[src/design/sled_pkg.sv]
`default_nettype none
// ----------------------------------------------------------------------------
// sled_pkg - shared types and constants for the string literal escape decoder
// Item layout between the classifier and the decode engine, decode modes and
// code point constants.
// ----------------------------------------------------------------------------
package sled_pkg;

  localparam int CODE_W          = 21;
  localparam int CHAR_W          = 32;
  localparam int HEX_W           = 4;
  localparam int QUEUE_DEPTH_DEF = 4;

  // Named escape targets and escape syntax characters
  localparam logic [CODE_W-1:0] CH_QUOTE  = 21'h22;
  localparam logic [CODE_W-1:0] CH_BSLASH = 21'h5c;
  localparam logic [CODE_W-1:0] CH_SEMI   = 21'h3b;
  localparam logic [CODE_W-1:0] CH_X      = 21'h78;
  localparam logic [CODE_W-1:0] CH_BEL    = 21'h07;
  localparam logic [CODE_W-1:0] CH_BS     = 21'h08;
  localparam logic [CODE_W-1:0] CH_TAB    = 21'h09;
  localparam logic [CODE_W-1:0] CH_LF     = 21'h0a;
  localparam logic [CODE_W-1:0] CH_VT     = 21'h0b;
  localparam logic [CODE_W-1:0] CH_FF     = 21'h0c;
  localparam logic [CODE_W-1:0] CH_CR     = 21'h0d;

  typedef enum logic [1:0] {
    MODE_NORMAL = 2'd0,
    MODE_ESCAPE = 2'd1,
    MODE_HEX    = 2'd2,
    MODE_SKIP   = 2'd3
  } mode_t;

  // One classified code point
  typedef struct packed {
    logic [CODE_W-1:0] code;
    logic              last;
    logic              is_bslash;
    logic              is_x;
    logic              is_semi;
    logic              is_space;
    logic              is_hex;
    logic [HEX_W-1:0]  hex_val;
    logic              is_named;
    logic [6:0]        named_val;
  } item_t;

endpackage : sled_pkg
`default_nettype wire

[src/design/sled_front.sv]
`default_nettype none
// ----------------------------------------------------------------------------
// sled_front - input classifier
// Takes code points off the input channel and tags each one with its
// character classes before it enters the queue.
// ----------------------------------------------------------------------------
module sled_front
  import sled_pkg::*;
(
  input  wire logic [CODE_W-1:0] in_code_point,
  input  wire logic              in_last_char,
  input  wire logic              in_push,
  output logic                   in_full,
  input  wire logic              q_full,
  output logic                   q_push,
  output item_t                  q_item
);

  localparam logic [CODE_W-1:0] CH_NEL      = 21'h85;
  localparam logic [CODE_W-1:0] CH_SP       = 21'h20;
  localparam logic [CODE_W-1:0] CH_NBSP     = 21'ha0;
  localparam logic [CODE_W-1:0] CH_OGHAM    = 21'h1680;
  localparam logic [CODE_W-1:0] CH_MVS      = 21'h180e;
  localparam logic [CODE_W-1:0] CH_EN_QUAD  = 21'h2000;
  localparam logic [CODE_W-1:0] CH_HAIR     = 21'h200a;
  localparam logic [CODE_W-1:0] CH_LSEP     = 21'h2028;
  localparam logic [CODE_W-1:0] CH_NNBSP    = 21'h202f;
  localparam logic [CODE_W-1:0] CH_MMSP     = 21'h205f;
  localparam logic [CODE_W-1:0] CH_IDEO_SP  = 21'h3000;

  logic [CODE_W-1:0] c;

  assign c       = in_code_point;
  assign in_full = q_full;
  assign q_push  = in_push & ~q_full;

  always_comb begin
    q_item           = '0;
    q_item.code      = c;
    q_item.last      = in_last_char;
    q_item.is_bslash = (c == CH_BSLASH);
    q_item.is_x      = (c == CH_X);
    q_item.is_semi   = (c == CH_SEMI);

    unique case (c) inside
      CH_CR, CH_LF, CH_NEL, CH_LSEP, CH_TAB, CH_SP, CH_NBSP, CH_OGHAM, CH_MVS,
      [CH_EN_QUAD:CH_HAIR], CH_NNBSP, CH_MMSP, CH_IDEO_SP: q_item.is_space = 1'b1;
      default:                                            q_item.is_space = 1'b0;
    endcase

    // hex digit value
    if (c >= 21'h30 && c <= 21'h39) begin
      q_item.is_hex  = 1'b1;
      q_item.hex_val = c[HEX_W-1:0];
    end else if ((c >= 21'h61 && c <= 21'h66) || (c >= 21'h41 && c <= 21'h46)) begin
      q_item.is_hex  = 1'b1;
      q_item.hex_val = HEX_W'(c[HEX_W-1:0] + 4'd9);
    end

    q_item.is_named = 1'b1;
    unique case (c)
      CH_QUOTE:  q_item.named_val = CH_QUOTE[6:0];
      CH_BSLASH: q_item.named_val = CH_BSLASH[6:0];
      21'h61:    q_item.named_val = CH_BEL[6:0];
      21'h62:    q_item.named_val = CH_BS[6:0];
      21'h74:    q_item.named_val = CH_TAB[6:0];
      21'h6e:    q_item.named_val = CH_LF[6:0];
      21'h76:    q_item.named_val = CH_VT[6:0];
      21'h66:    q_item.named_val = CH_FF[6:0];
      21'h72:    q_item.named_val = CH_CR[6:0];
      default: begin
        q_item.is_named  = 1'b0;
        q_item.named_val = '0;
      end
    endcase
  end

endmodule : sled_front
`default_nettype wire

[src/design/sled_queue.sv]
`default_nettype none
// ----------------------------------------------------------------------------
// sled_queue - short FIFO of classified items
// Decouples the classifier from the decode engine.
// ----------------------------------------------------------------------------
module sled_queue
  import sled_pkg::*;
#(
  parameter int DEPTH = QUEUE_DEPTH_DEF
) (
  input  wire logic clk,
  input  wire logic rst_n,
  input  wire logic push,
  input  item_t     wdata,
  output logic      full,
  input  wire logic pop,
  output item_t     rdata,
  output logic      empty
);

  localparam int AW = (DEPTH > 1) ? $clog2(DEPTH) : 1;
  localparam int CW = $clog2(DEPTH + 1);
  localparam logic [AW-1:0] LAST_IDX = AW'(DEPTH - 1);
  localparam logic [CW-1:0] FULL_CNT = CW'(DEPTH);

  item_t         mem_r [DEPTH];
  logic [AW-1:0] wr_ptr_r, wr_ptr_nxt;
  logic [AW-1:0] rd_ptr_r, rd_ptr_nxt;
  logic [CW-1:0] cnt_r, cnt_nxt;
  logic          do_push, do_pop;

  assign full    = (cnt_r == FULL_CNT);
  assign empty   = (cnt_r == '0);
  assign do_push = push & ~full;
  assign do_pop  = pop & ~empty;
  assign rdata   = mem_r[rd_ptr_r];

  always_comb begin
    wr_ptr_nxt = wr_ptr_r;
    rd_ptr_nxt = rd_ptr_r;
    cnt_nxt    = cnt_r;
    if (do_push) begin
      wr_ptr_nxt = (wr_ptr_r == LAST_IDX) ? '0 : AW'(wr_ptr_r + 1'b1);
    end
    if (do_pop) begin
      rd_ptr_nxt = (rd_ptr_r == LAST_IDX) ? '0 : AW'(rd_ptr_r + 1'b1);
    end
    if (do_push && !do_pop) begin
      cnt_nxt = CW'(cnt_r + 1'b1);
    end else if (do_pop && !do_push) begin
      cnt_nxt = CW'(cnt_r - 1'b1);
    end
  end

  always_ff @(posedge clk) begin
    if (!rst_n) begin
      wr_ptr_r <= '0;
      rd_ptr_r <= '0;
      cnt_r    <= '0;
    end else begin
      wr_ptr_r <= wr_ptr_nxt;
      rd_ptr_r <= rd_ptr_nxt;
      cnt_r    <= cnt_nxt;
    end
  end

  always_ff @(posedge clk) begin
    if (do_push) begin
      mem_r[wr_ptr_r] <= wdata;
    end
  end

endmodule : sled_queue
`default_nettype wire

[src/design/sled_back.sv]
`default_nettype none
// ----------------------------------------------------------------------------
// sled_back - escape decode engine
// Runs the decode mode machine on classified items and holds the result in
// an output register until it is popped.
// ----------------------------------------------------------------------------
module sled_back
  import sled_pkg::*;
(
  input  wire logic               clk,
  input  wire logic               rst_n,
  input  wire logic               q_empty,
  input  item_t                   q_item,
  output logic                    q_pop,
  output logic                    out_empty,
  input  wire logic               out_pop,
  output logic                    out_has_char,
  output logic [CHAR_W-1:0]       out_decoded_char,
  output logic                    out_end_of_literal
);

  mode_t             mode_r, mode_nxt;
  logic [CHAR_W-1:0] acc_r, acc_nxt;
  logic              valid_r, valid_nxt;
  logic              has_r, has_nxt;
  logic [CHAR_W-1:0] char_r, char_nxt;
  logic              end_r, end_nxt;
  logic              fire;
  logic [CHAR_W-1:0] code_ext;

  assign fire     = ~q_empty & (~valid_r | out_pop);
  assign q_pop    = fire;
  assign code_ext = CHAR_W'(q_item.code);

  always_comb begin
    mode_nxt  = mode_r;
    acc_nxt   = acc_r;
    valid_nxt = valid_r & ~out_pop;
    has_nxt   = has_r;
    char_nxt  = char_r;
    end_nxt   = end_r;
    if (fire) begin
      logic              has;
      logic [CHAR_W-1:0] ch;
      has      = 1'b0;
      ch       = '0;
      mode_nxt = MODE_NORMAL;
      unique case (mode_r)
        MODE_ESCAPE: begin
          if (q_item.is_named) begin
            has = 1'b1;
            ch  = CHAR_W'(q_item.named_val);
          end else if (q_item.is_x) begin
            mode_nxt = MODE_HEX;
            acc_nxt  = '0;
          end else if (q_item.is_space) begin
            mode_nxt = MODE_SKIP;
          end else begin
            has = 1'b1;
            ch  = code_ext;
          end
        end
        MODE_HEX: begin
          if (q_item.is_semi) begin
            has = 1'b1;
            ch  = acc_r;
          end else if (q_item.is_hex) begin
            mode_nxt = MODE_HEX;
            acc_nxt  = {acc_r[CHAR_W-HEX_W-1:0], q_item.hex_val};
          end
        end
        MODE_SKIP: begin
          if (q_item.is_space) begin
            mode_nxt = MODE_SKIP;
          end else if (q_item.is_bslash) begin
            mode_nxt = MODE_ESCAPE;
          end else begin
            has = 1'b1;
            ch  = code_ext;
          end
        end
        default: begin
          if (q_item.is_bslash) begin
            mode_nxt = MODE_ESCAPE;
          end else begin
            has = 1'b1;
            ch  = code_ext;
          end
        end
      endcase
      // end of literal drops any open escape
      if (q_item.last) begin
        mode_nxt = MODE_NORMAL;
        acc_nxt  = '0;
      end
      valid_nxt = 1'b1;
      has_nxt   = has;
      char_nxt  = ch;
      end_nxt   = q_item.last;
    end
  end

  always_ff @(posedge clk) begin
    if (!rst_n) begin
      mode_r  <= MODE_NORMAL;
      acc_r   <= '0;
      valid_r <= 1'b0;
    end else begin
      mode_r  <= mode_nxt;
      acc_r   <= acc_nxt;
      valid_r <= valid_nxt;
    end
  end

  always_ff @(posedge clk) begin
    has_r  <= has_nxt;
    char_r <= char_nxt;
    end_r  <= end_nxt;
  end

  assign out_empty          = ~valid_r;
  assign out_has_char       = has_r;
  assign out_decoded_char   = char_r;
  assign out_end_of_literal = end_r;

endmodule : sled_back
`default_nettype wire

[src/design/string_literal_escape_decoder_top.sv]
`default_nettype none
// ----------------------------------------------------------------------------
// string_literal_escape_decoder_top - string literal escape decoder
// Turns the code points of a literal body into decoded code points,
// resolving named, hex and whitespace-skip escapes.
// ----------------------------------------------------------------------------
// Usage:
//   Input side is a queue: drive in_code_point / in_last_char and raise
//   in_push; the transaction completes on a clock edge with in_full low.
//   Result side is a queue too: while out_empty is low the oldest result
//   sits on out_has_char / out_decoded_char / out_end_of_literal, and it
//   leaves on a clock edge with out_pop high.
//   Every input transaction yields exactly one result transaction, with
//   out_has_char low (and out_decoded_char zero) when nothing is emitted.
//   An accepted input is written into the item queue, and the decode
//   engine then pops it and registers the result in the output register.
//   Throughput: one transaction per cycle while the receiver keeps popping,
//   set by the decode mode machine in the back end.
//   When the receiver stalls, the output register holds and the item queue
//   (QUEUE_DEPTH entries) fills; in_full rises once it is full.
//   Synchronous reset (rst_n low) empties the queue and output register and
//   returns the decoder to normal mode with a zero hex accumulator.
// ----------------------------------------------------------------------------
module string_literal_escape_decoder_top
  import sled_pkg::*;
#(
  parameter int QUEUE_DEPTH = QUEUE_DEPTH_DEF
) (
  input  wire logic              clk,
  input  wire logic              rst_n,
  input  wire logic [CODE_W-1:0] in_code_point,
  input  wire logic              in_last_char,
  input  wire logic              in_push,
  output logic                   in_full,
  output logic                   out_has_char,
  output logic [CHAR_W-1:0]      out_decoded_char,
  output logic                   out_end_of_literal,
  output logic                   out_empty,
  input  wire logic              out_pop
);

  // classifier -> queue
  item_t front_item;
  logic  q_push;
  logic  q_full;
  // queue -> decode engine
  item_t q_item;
  logic  q_empty;
  logic  q_pop;

  sled_front u_front (
    .in_code_point (in_code_point),
    .in_last_char  (in_last_char),
    .in_push       (in_push),
    .in_full       (in_full),
    .q_full        (q_full),
    .q_push        (q_push),
    .q_item        (front_item)
  );

  sled_queue #(
    .DEPTH (QUEUE_DEPTH)
  ) u_queue (
    .clk   (clk),
    .rst_n (rst_n),
    .push  (q_push),
    .wdata (front_item),
    .full  (q_full),
    .pop   (q_pop),
    .rdata (q_item),
    .empty (q_empty)
  );

  sled_back u_back (
    .clk                (clk),
    .rst_n              (rst_n),
    .q_empty            (q_empty),
    .q_item             (q_item),
    .q_pop              (q_pop),
    .out_empty          (out_empty),
    .out_pop            (out_pop),
    .out_has_char       (out_has_char),
    .out_decoded_char   (out_decoded_char),
    .out_end_of_literal (out_end_of_literal)
  );

  // Reset leaves both sides empty and ready
  a_reset_clears: assert property (@(posedge clk)
    !rst_n |=> (out_empty && !in_full))
    else $error("queue or output not cleared by reset");

  // Decode engine only consumes real items
  a_pop_nonempty: assert property (@(posedge clk) disable iff (!rst_n)
    q_pop |-> !q_empty)
    else $error("decode engine popped an empty queue");

  // A result without a character carries a zero code point
  a_no_char_zero: assert property (@(posedge clk) disable iff (!rst_n)
    (!out_empty && !out_has_char) |-> (out_decoded_char == '0))
    else $error("nonzero code point on a result without a character");

  // A full output that is not popped holds its result
  a_out_hold: assert property (@(posedge clk) disable iff (!rst_n)
    (!out_empty && !out_pop) |=> (!out_empty && $stable(out_decoded_char)))
    else $error("stalled result changed");

endmodule : string_literal_escape_decoder_top
`default_nettype wire

[config.mk]
export PLATFORM = sky130hd
export DESIGN_NAME = string_literal_escape_decoder_top
export DESIGN_NICKNAME = d
export VERILOG_FILES = /design/src/design/sled_pkg.sv /design/src/design/sled_front.sv /design/src/design/sled_queue.sv /design/src/design/sled_back.sv /design/src/design/string_literal_escape_decoder_top.sv
export SDC_FILE = /design/constraint.sdc
export NUM_CORES = 1
export LEC_CHECK = 0
export ABC_AREA = 0
export BUFFER_PORTS_ARGS = -buffer_cell sky130_fd_sc_hd__buf_2
export CAP_MARGIN = 10
export CORE_ASPECT_RATIO = 0.6
export CORE_MARGIN = 1.5
export CORE_UTILIZATION = 49
export DETAILED_ROUTE_END_ITERATION = 16
export PLACE_DENSITY = 0.64
export SLEW_MARGIN = 20
export SYNTH_ARGS = -nofsm -noshare
export SYNTH_HDL_FRONTEND = slang
export SYNTH_SLANG_ARGS = --single-unit
export TNS_END_PERCENT = 30
[constraint.sdc]
create_clock -name clk -period 2.5 [get_ports clk]
set_input_delay 0.125 -clock clk [delete_from_list [all_inputs] [get_ports clk]]
set_output_delay 0.125 -clock clk [all_outputs]
set_load 0.02 [all_outputs]
==> results.cfg, run 1 <==
[timing]
fmax_mhz = 424.2
min_period_ps = 2358
period_share = 0.9430
final_max_slew_viol_count = 0
layout_setup_ws_ps = 142.4
slew-limit-headroom = 0.3724
setup_viol = 0
rsz0062_at_grt = false
whs_ps = 20.22
final_hold_viol_count = 0
skew_ps = 11.15
tns_ps = 0
worst_pin_slew_ps = 933.0

[clocking]
cts_tree = built
cts_buffer_depth = 3
cts_root_buf = clkbuf_16
cts.sinks = 230
cts_buffers = 22
clkTransAtPathRegs_ps = 60
clock_latency_ps = 500
htreeDepth = 1

[floorplanning]
fp.dieH_um = 109.9
core_area_sq_mm = 0.01835
rows = 38
die_w_um = 181.2
ioPinCount = 62
die_area_sq_mm = 0.01991
start_util = 0.5085

[power_and_ir_drop]
irDropWorstVdd_mv = 0.4606
seqPwrFrac = 0.436
pwr-share-comb = 0.273
power.share.switching = 0.3034
power.density_mw_per_mm2 = 1053
cell_internal_pwr_mw = 8.106
cellLeakagePower_nw = 3.842
clkPwrFrac = 0.291
p_switching_mw = 3.530

[global_route]
overflow = 0
grt_max_degree = 39
grt_pass1_vias = 5436
grtUsageTotal = 0.2100
grt_pass1_wl_mm = 31.37
antenna_found_initial = 0

[placed_design]
place_area_sq_mm = 0.01008
io_buffers = 61
dp_cells = 896
dp_slack_ps = 73.86
gp_congestion = 0.9150
dp_hpwl_mm = 13.35

[worst_hold_path]
hold_depth = 1
hp-start = in_code_point[0]
holdPathEnd = u_queue.mem_r[1][18]
hold_class = in2reg

[cells_and_area]
area_growth_syn_to_layout_pct = 18.45
antenna_cells = 0
stdcell_count = 953
fillCellCount = 1399
most-common-layout-cells = edfxtp_1 (186), buf_2 (61), dfxtp_1 (43), nand2_1 (42), mux4_2 (38)
drive_gt1_frac = 0.2384
final_area_sq_mm = 0.01105
final_common_cell = edfxtp_1
nNetsFinal = 735
seqCellArea_sq_mm = 0.006467
multi_input_area_sq_mm = 0.002633

[synthesis]
synthCells = 598
syn-cell-area_sq_mm = 0.009331
avgSynthCellArea_sq_um = 15.60
synth_edf_count = 186
synth.top_cell.area_share = 0.5986
ys.flop_type = edfxtp_1
syn-num-nets = 635
seq_area_frac_synth = 0.6929
yosys_warnings = 0
synth.largest_area_cell = edfxtp_1
ys_types = 56
ys_ff_latch = 230
synth.area.top_cells = edfxtp_1 (60%), dfxtp_1 (9.4%), mux4_2 (9.2%), a22o_1 (3.0%), nand2_1 (1.7%)
synth_async_sr_flop_share = 0

[drt]
drtAntennaViolNets = 0
dr_total_vias = 5555
dr.pass1.iters = 5
via_per_inst = 5.829
drt-total-wl_mm = 20.20
drt-initial-drc-count = 673
wl_per_cell_um = 21.20
drcViolationCount = 0

[worst_setup_path]
rrSetupSlack_ps = 200
worstPathArrival_ps = 2720
rr_endpoint = u_back.acc_r[1]
r2r.worst_path.cells = 8
crit_path_start_kind = primary input
endpoint_kind = flop
crit_type = in2reg
crit_fanout = 7
required_ps = 2860

[status]
status = complete, no violations

[run]
maxCapViolCount = 0
[registers in the layout, summed over array words and instances (netlist names), named ones only]
| signal | count |
|---|---|
| u_back.acc_r | 32 |
| u_back.mode_r | 2 |
| u_back.out_decoded_char | 32 |
| u_back.out_end_of_literal | 1 |
| u_back.out_has_char | 1 |
| u_back.valid_r | 1 |
| u_queue.cnt_r | 3 |
| u_queue.mem_r | 152 |
| u_queue.rd_ptr_r | 2 |
| u_queue.wr_ptr_r | 2 |
[logic make-up (layout without fill, tap and decap cells)]
logic type / count (synthesis) / after routing / share of synthesized area
AO/OA/AOI/OAI: 112 / 112 / 0.08461
buffers and inverters: 64 / 179 / 0.02936
XOR/XNOR: 3 / 3 / 0.002816
multiplexers: 41 / 41 / 0.09493
adder cells (fa/ha/maj): 11 / 11 / 0.01555
flip-flops: 230 / 230 / 0.6929
AND/OR/NAND/NOR: 137 / 137 / 0.07978
[Yosys cell counts (all sizes together) (5+ instances only)]
| master | instances |
|---|---|
| nand4 | 7 |
| nand3 | 5 |
| nor3 | 12 |
| nand2 | 42 |
| ha | 10 |
| a22o | 32 |
| and2 | 18 |
| buf | 13 |
| clkbuf | 18 |
| nor2 | 20 |
| a22oi | 8 |
| mux4 | 38 |
| a21oi | 13 |
| nor2b | 10 |
| inv | 33 |
| edfxtp | 186 |
| o21ai | 31 |
| dfxtp | 44 |
[routing by layer]
layer,track usage,wire length (um)
met5,0,0
met4,0.03690,242
met1,0.3257,9705
met3,0.04439,1755
met2,0.3088,8496
[layout make-up]
cell class              instances  area share
clock buffers                  30     0.05909
inverters                      33     0.01121
flip-flops and latches        230      0.5851
well taps                     240     0.02717
repair buffers                107     0.07041
multi-input cells             304      0.2382
clock inverters                 9    0.008830
[critical path, cell delays in order]
cell and delay [ps]:
dlygate4sd3_1 530, buf_2 170, nor4_2 430, nand4_1 190
buf_4 210, or3_1 420, o41ai_1 430, buf_4 200
[how the worst max path moves through the flow]
stage | startpoint | end | depth (start not counted)
global route | in_code_point[1] | u_queue.mem_r[1][10] | 10
CTS | in_code_point[1] | u_queue.mem_r[3][10] | 10
finish | in_code_point[9] | u_queue.mem_r[0][0] | 8
global placement | flop | u_back.out_decoded_char[14] | 6
floorplan | u_queue.cnt_r[0] | u_back.acc_r[2] | 8
detailed placement | flop | u_back.out_decoded_char[1] | 5
[power by group through the flow]
stage	sequential, mW	clock, mW	combinational, mW
floorplan	5.45	0	1.71
global placement	5.13	0	3.07
detailed placement	5.16	0	3.13
CTS	5.09	3.45	3.16
global route	5.14	3.58	3.41
finish	5.08	3.39	3.17
[metrics by stage]
| step | total power, mW | utilization |
|---|---|---|
| 6_report | 11.64 | 0.6023 |
| 5_1_grt | 12.13 | 0.6023 |
| 4_1_cts | 11.70 | 0.6002 |
| 3_5_place_dp | 8.297 | 0.5494 |
| 3_3_place_gp | 8.196 | 0.5492 |
| 2_1_floorplan | 7.163 | - |
[timing repair]
action / 4_1_cts / 5_1_grt
hold buffers: 18 / 0
setup endpoints to repair: 0 / 45
resized for setup: 0 / 7
endpoints found under the hold margin: 68 / 0
setup buffers: 0 / 0
No activity file was read; power rests on OpenSTA's default activity.
==> inputs of run 2 (changes only) <==
Settings changed: BUFFER_PORTS_ARGS -buffer_cell sky130_fd_sc_hd__buf_2 to unset, CORE_UTILIZATION 49 to 48, DONT_BUFFER_PORTS set to 1, PLACE_DENSITY 0.64 to 0.6.
==> run 2 against run 1 <==
Compared with the run above: via count shrank 3.3%; register-to-register slack lost 60 ps; count of clock-buffer cells in the layout shrank 1.
==> results.cfg, run 2 (same netlist as run 1, synthesis figures left out) <==
[power_and_ir_drop]
cellLeakagePower_nw = 3.624
power_mw = 11.40
irDropWorstVdd_mv = 0.5182
power.density_mw_per_mm2 = 1057

[cells_and_area]
fillCellCount = 1472
antenna_cells = 0
multi_input_area_sq_mm = 0.002603
top_register = u_queue.mem_r
drive_gt1_frac = 0.1702
final_util = 0.5665
final_area_sq_mm = 0.01078
area_growth_syn_to_layout_pct = 15.54
stdcell_count = 904
largest_reg_flops = 152
final_common_cell = edfxtp_1
nNetsFinal = 679
most-common-layout-cells = edfxtp_1 (186), dfxtp_1 (43), nand2_1 (42), mux4_2 (38), inv_1 (33)
seqCellArea_sq_mm = 0.006467

[timing]
setup_viol = 0
tns_ps = 0
whs_ps = 33.36
layout_setup_ws_ps = 142.1
fmax_mhz = 424.1
final_max_slew_viol_count = 0
slew-limit-headroom = 0.4761
min_period_ps = 2358
skew_ps = 21.29
rsz0062_at_grt = false
period_share = 0.9431
final_hold_viol_count = 0
worst_pin_slew_ps = 785.9

[placed_design]
dp_cells = 839
gp_congestion = 0.8935
io_buffers = 0
dp_slack_ps = 175.0
place_area_sq_mm = 0.009772
dp_hpwl_mm = 12.87

[global_route]
overflow = 0
grt_pass1_wl_mm = 31.37
grt_pass1_vias = 5306
grtUsageTotal = 0.2059
antenna_found_initial = 0
grt_max_degree = 39

[worst_setup_path]
endpoint_kind = flop
required_ps = 2770
crit_type = reg2reg
r2r.worst_path.cells = 6
worstPathArrival_ps = 2630
crit_path_start_kind = flop
crit_fanout = 18

[floorplanning]
start_util = 0.4903
fp.dieH_um = 111
rows = 39
core_area_sq_mm = 0.01903
die_area_sq_mm = 0.02031
ioPinCount = 62
die_w_um = 183

[worst_hold_path]
hold_class = in2reg
hold_depth = 2

[run]
maxCapViolCount = 0

[drt]
drtAntennaViolNets = 0
dr.pass1.iters = 5
drcViolationCount = 0
drt-initial-drc-count = 595
drt-total-wl_mm = 20.15
dr_total_vias = 5372
via_per_inst = 5.942
wl_per_cell_um = 22.29

[clocking]
cts_root_buf = clkbuf_16
cts_tree = built
cts_buffer_depth = 3
htreeDepth = 1
cts_hold_buf = 24
clkTransAtPathRegs_ps = 60
cts_setup_buffers = 0
clock_latency_ps = 510
ctsResizeCount = 0
cts_buffers = 23
cts.sinks = 230

[status]
status = complete, no violations
[run 2: cell types whose count changed in the layout (fill, tap and decap cells not counted), moves of 2 or more]
cell	before	now
and2_2	0	4
dlygate4sd3_1	18	24
buf_2	61	0
clkinv_1	3	1
buf_6	2	0
clkinv_2	2	6
and2_1	18	14
[run 2: power breakdown]
group	switching, mW	total [mW]	internal [mW]	leakage (nW)
clock	1.39	3.44	2.05	0.386
sequential	0.582	5.47	4.89	2.03
combinational	1.45	2.49	1.04	1.21
total	3.42	11.4	7.98	3.62
[run 2: worst paths after layout]
check / start / end / slack [ps]
hold reg to reg: u_back.acc_r[29] / u_back.acc_r[29] / 470
setup reg to reg: flop / u_back.out_decoded_char[7] / 140
hold / removal: in_code_point[5] / u_queue.mem_r[0][14] / 30
setup / recovery: flop / u_back.out_decoded_char[7] / 140
[run 2: final cells by class]
| cell class | count | share of cell area |
|---|---|---|
| flip-flops and latches | 230 | 0.5999 |
| clock inverters | 12 | 0.01114 |
| clock buffers | 29 | 0.06023 |
| well taps | 246 | 0.02855 |
| repair buffers | 50 | 0.04735 |
| multi-input cells | 304 | 0.2414 |
| inverters | 33 | 0.01149 |
[run 2: per-layer routing]
| metal | track usage | wire, um | vias to the layer above | part of all wire |
|---|---|---|---|---|
| li1 | - | - | 2414 | - |
| met1 | 0.3226 | 9459 | 2680 | 0.47 |
| met2 | 0.2933 | 8555 | 248 | 0.42 |
| met3 | 0.05059 | 1819 | 30 | 0.090 |
| met4 | 0.03825 | 311 | 0 | 0.015 |
| met5 | 0 | 0 | - | 0 |
[run 2: critical path, cell delays in order, from the launching register on]
cell     delay, ps
dfxtp_2        440
buf_4          290
mux4_2         610
nor2_1         180
a21oi_1         60
buf_4          210
o21ai_0        350
==> inputs of run 3 (changes only) <==
Settings changed: SETUP_SLACK_MARGIN set to 0.5.
==> run 3 against run 2 <==
Compared with the run above: core utilization up 1.5 points; final cell count up 3.0%; die area unchanged; flip-flop and latch count unchanged; critical path type unchanged; largest cell class unchanged; largest power group unchanged.
==> results.cfg, run 3 (same netlist as run 1, synthesis figures left out) <==
[power_and_ir_drop]
clkPwrFrac = 0.254
power.density_mw_per_mm2 = 1051
cellLeakagePower_nw = 3.743
cell_internal_pwr_mw = 8.058
irDropWorstVdd_mv = 0.4901
seqPwrFrac = 0.473
pwr-share-comb = 0.273
p_switching_mw = 3.579
power.share.switching = 0.3076

[clocking]
cts_buffer_depth = 3
cts_root_buf = clkbuf_16
clock_latency_ps = 490
htreeDepth = 1
cts_buffers = 21
clkTransAtPathRegs_ps = 60
cts_tree = built
cts.sinks = 230

[floorplanning]
fp.dieH_um = 111
start_util = 0.4903
die_area_sq_mm = 0.02031
die_w_um = 183
rows = 39
core_area_sq_mm = 0.01903
ioPinCount = 62

[worst_setup_path]
r2r.worst_path.cells = 7
crit_type = reg2reg
crit_end = u_back.out_decoded_char[17]
crit_path_top_delay_cell = mux4_2
crit_path_frequent_cell = buf_6
slowest_delay_ps = 580
endpoint_kind = flop
worstPathArrival_ps = 2390
crit_chain = buf_6 -> buf_6 -> mux4_2 -> nor3_4 -> a21oi_4 -> buf_6 -> o21ai_0
crit_fanout = 5
rrSetupSlack_ps = 430
crit_path_start_kind = flop
required_ps = 2820
rr_endpoint = u_back.out_decoded_char[17]

[cells_and_area]
top_register = u_queue.mem_r
most-common-layout-cells = edfxtp_1 (186), nand2_1 (40), buf_4 (40), dfxtp_1 (39), mux4_2 (38)
area_growth_syn_to_layout_pct = 18.62
fillCellCount = 1464
final_util = 0.5817
antenna_cells = 0
seqCellArea_sq_mm = 0.006480
nNetsFinal = 708
largest_reg_flops = 152
final_common_cell = edfxtp_1
drive_gt1_frac = 0.2263
multi_input_area_sq_mm = 0.002713
final_area_sq_mm = 0.01107

[placed_design]
dp_hpwl_mm = 13.11
gp_congestion = 0.8697
io_buffers = 0
place_area_sq_mm = 0.009767

[timing]
period_share = 0.8278
min_period_ps = 2070
fmax_mhz = 483.2
rsz0062_at_grt = true
final_max_slew_viol_count = 0
worst_pin_slew_ps = 694.8
setup_viol = 0
slew-limit-headroom = 0.5295
final_hold_viol_count = 0
tns_ps = 0
skew_ps = 9.281

[global_route]
overflow = 0
antenna_found_initial = 0
grtUsageTotal = 0.2111
grt_pass1_wl_mm = 32.20
grt_pass1_vias = 5359
grt_max_degree = 39

[drt]
dr_total_vias = 5578
drt-total-wl_mm = 21.72
drcViolationCount = 0
dr.pass1.iters = 5
wl_per_cell_um = 23.33
drtAntennaViolNets = 0
drt-initial-drc-count = 514
via_per_inst = 5.991

[worst_hold_path]
hold_class = in2reg

[status]
status = complete, no violations

[run]
maxCapViolCount = 0
## run 3: changes by cell type in the layout (fill, tap and decap cells not counted), moves of 4 or more
cell      previous run  this run
clkinv_2             6         2
o21ai_0             27        16
dfxtp_1             43        39
clkbuf_1             2         8
o21ai_1              4        12
buf_6                0         8
buf_4               20        40
and2_2               4         0
and2_4               0         6
## run 3: per-layer routing
layer  track usage  vias up  routed length, um
li1              -     2474                  -
met3       0.03909       25               1695
met5             0        -                  0
met1        0.3397     2817              10440
met2        0.3009      262               9287
met4       0.03825        0                295
## run 3: cell type report
| type | count | area share |
|---|---|---|
| flip-flops and latches | 230 | 0.5854 |
| repair buffers | 81 | 0.07438 |
| clock inverters | 8 | 0.005652 |
| clock buffers | 29 | 0.05019 |
| well taps | 246 | 0.02781 |
| multi-input cells | 304 | 0.2451 |
| inverters | 33 | 0.01153 |
## run 3: power groups by stage
stage               Combinational [mW]  Clock (mW)  Sequential (mW)
floorplan                         1.74           0             5.46
global placement                  2.36           0             5.58
finish                            3.18        2.95             5.50
global route                      3.43        3.14             5.56
detailed placement                2.41           0             5.60
CTS                               2.76        3.00             5.51
## run 3: how the worst min path moves through the flow
stage                     start                    to  slack (ps)  cells after the start
2_1_floorplan      in_last_char  u_queue.mem_r[0][17]         220                      0
3_3_place_gp       in_last_char  u_queue.mem_r[2][17]         220                      0
3_5_place_dp       in_last_char  u_queue.mem_r[2][17]         220                      0
4_1_cts        in_code_point[5]   u_queue.mem_r[1][5]           2                      2
5_1_grt        in_code_point[5]   u_queue.mem_r[3][5]          20                      2
6_report       in_code_point[3]  u_queue.mem_r[2][11]          20                      2
## run 3: critical path, delay by kind of cell, from the launching register on
kind	cells	cell delay, ps
compound gates	2	290
mux	1	580
flops	1	380
simple gates	1	280
buf+inv	3	360
## run 3: what timing repair did
item | 4_1_cts | 5_1_grt
resized for setup | 29 | 29
setup endpoints to repair | 142 | 56
cloned | 1 | 5
hold buffers | 24 | 0
setup buffers | 11 | 11
pin swaps | 5 | 9
hold endpoints to repair | 112 | 0
## run 3: through the flow
step	setup slack, ps	total power, mW	cells	hold WS, ps
6_report	430.5	11.64	931	17.30
2_1_floorplan	362.5	7.195	598	223.9
3_5_place_dp	175.0	8.004	842	224.3
3_3_place_gp	173.9	7.942	842	224.4
4_1_cts	405.8	11.28	915	2.331
5_1_grt	353.1	12.13	931	17.50
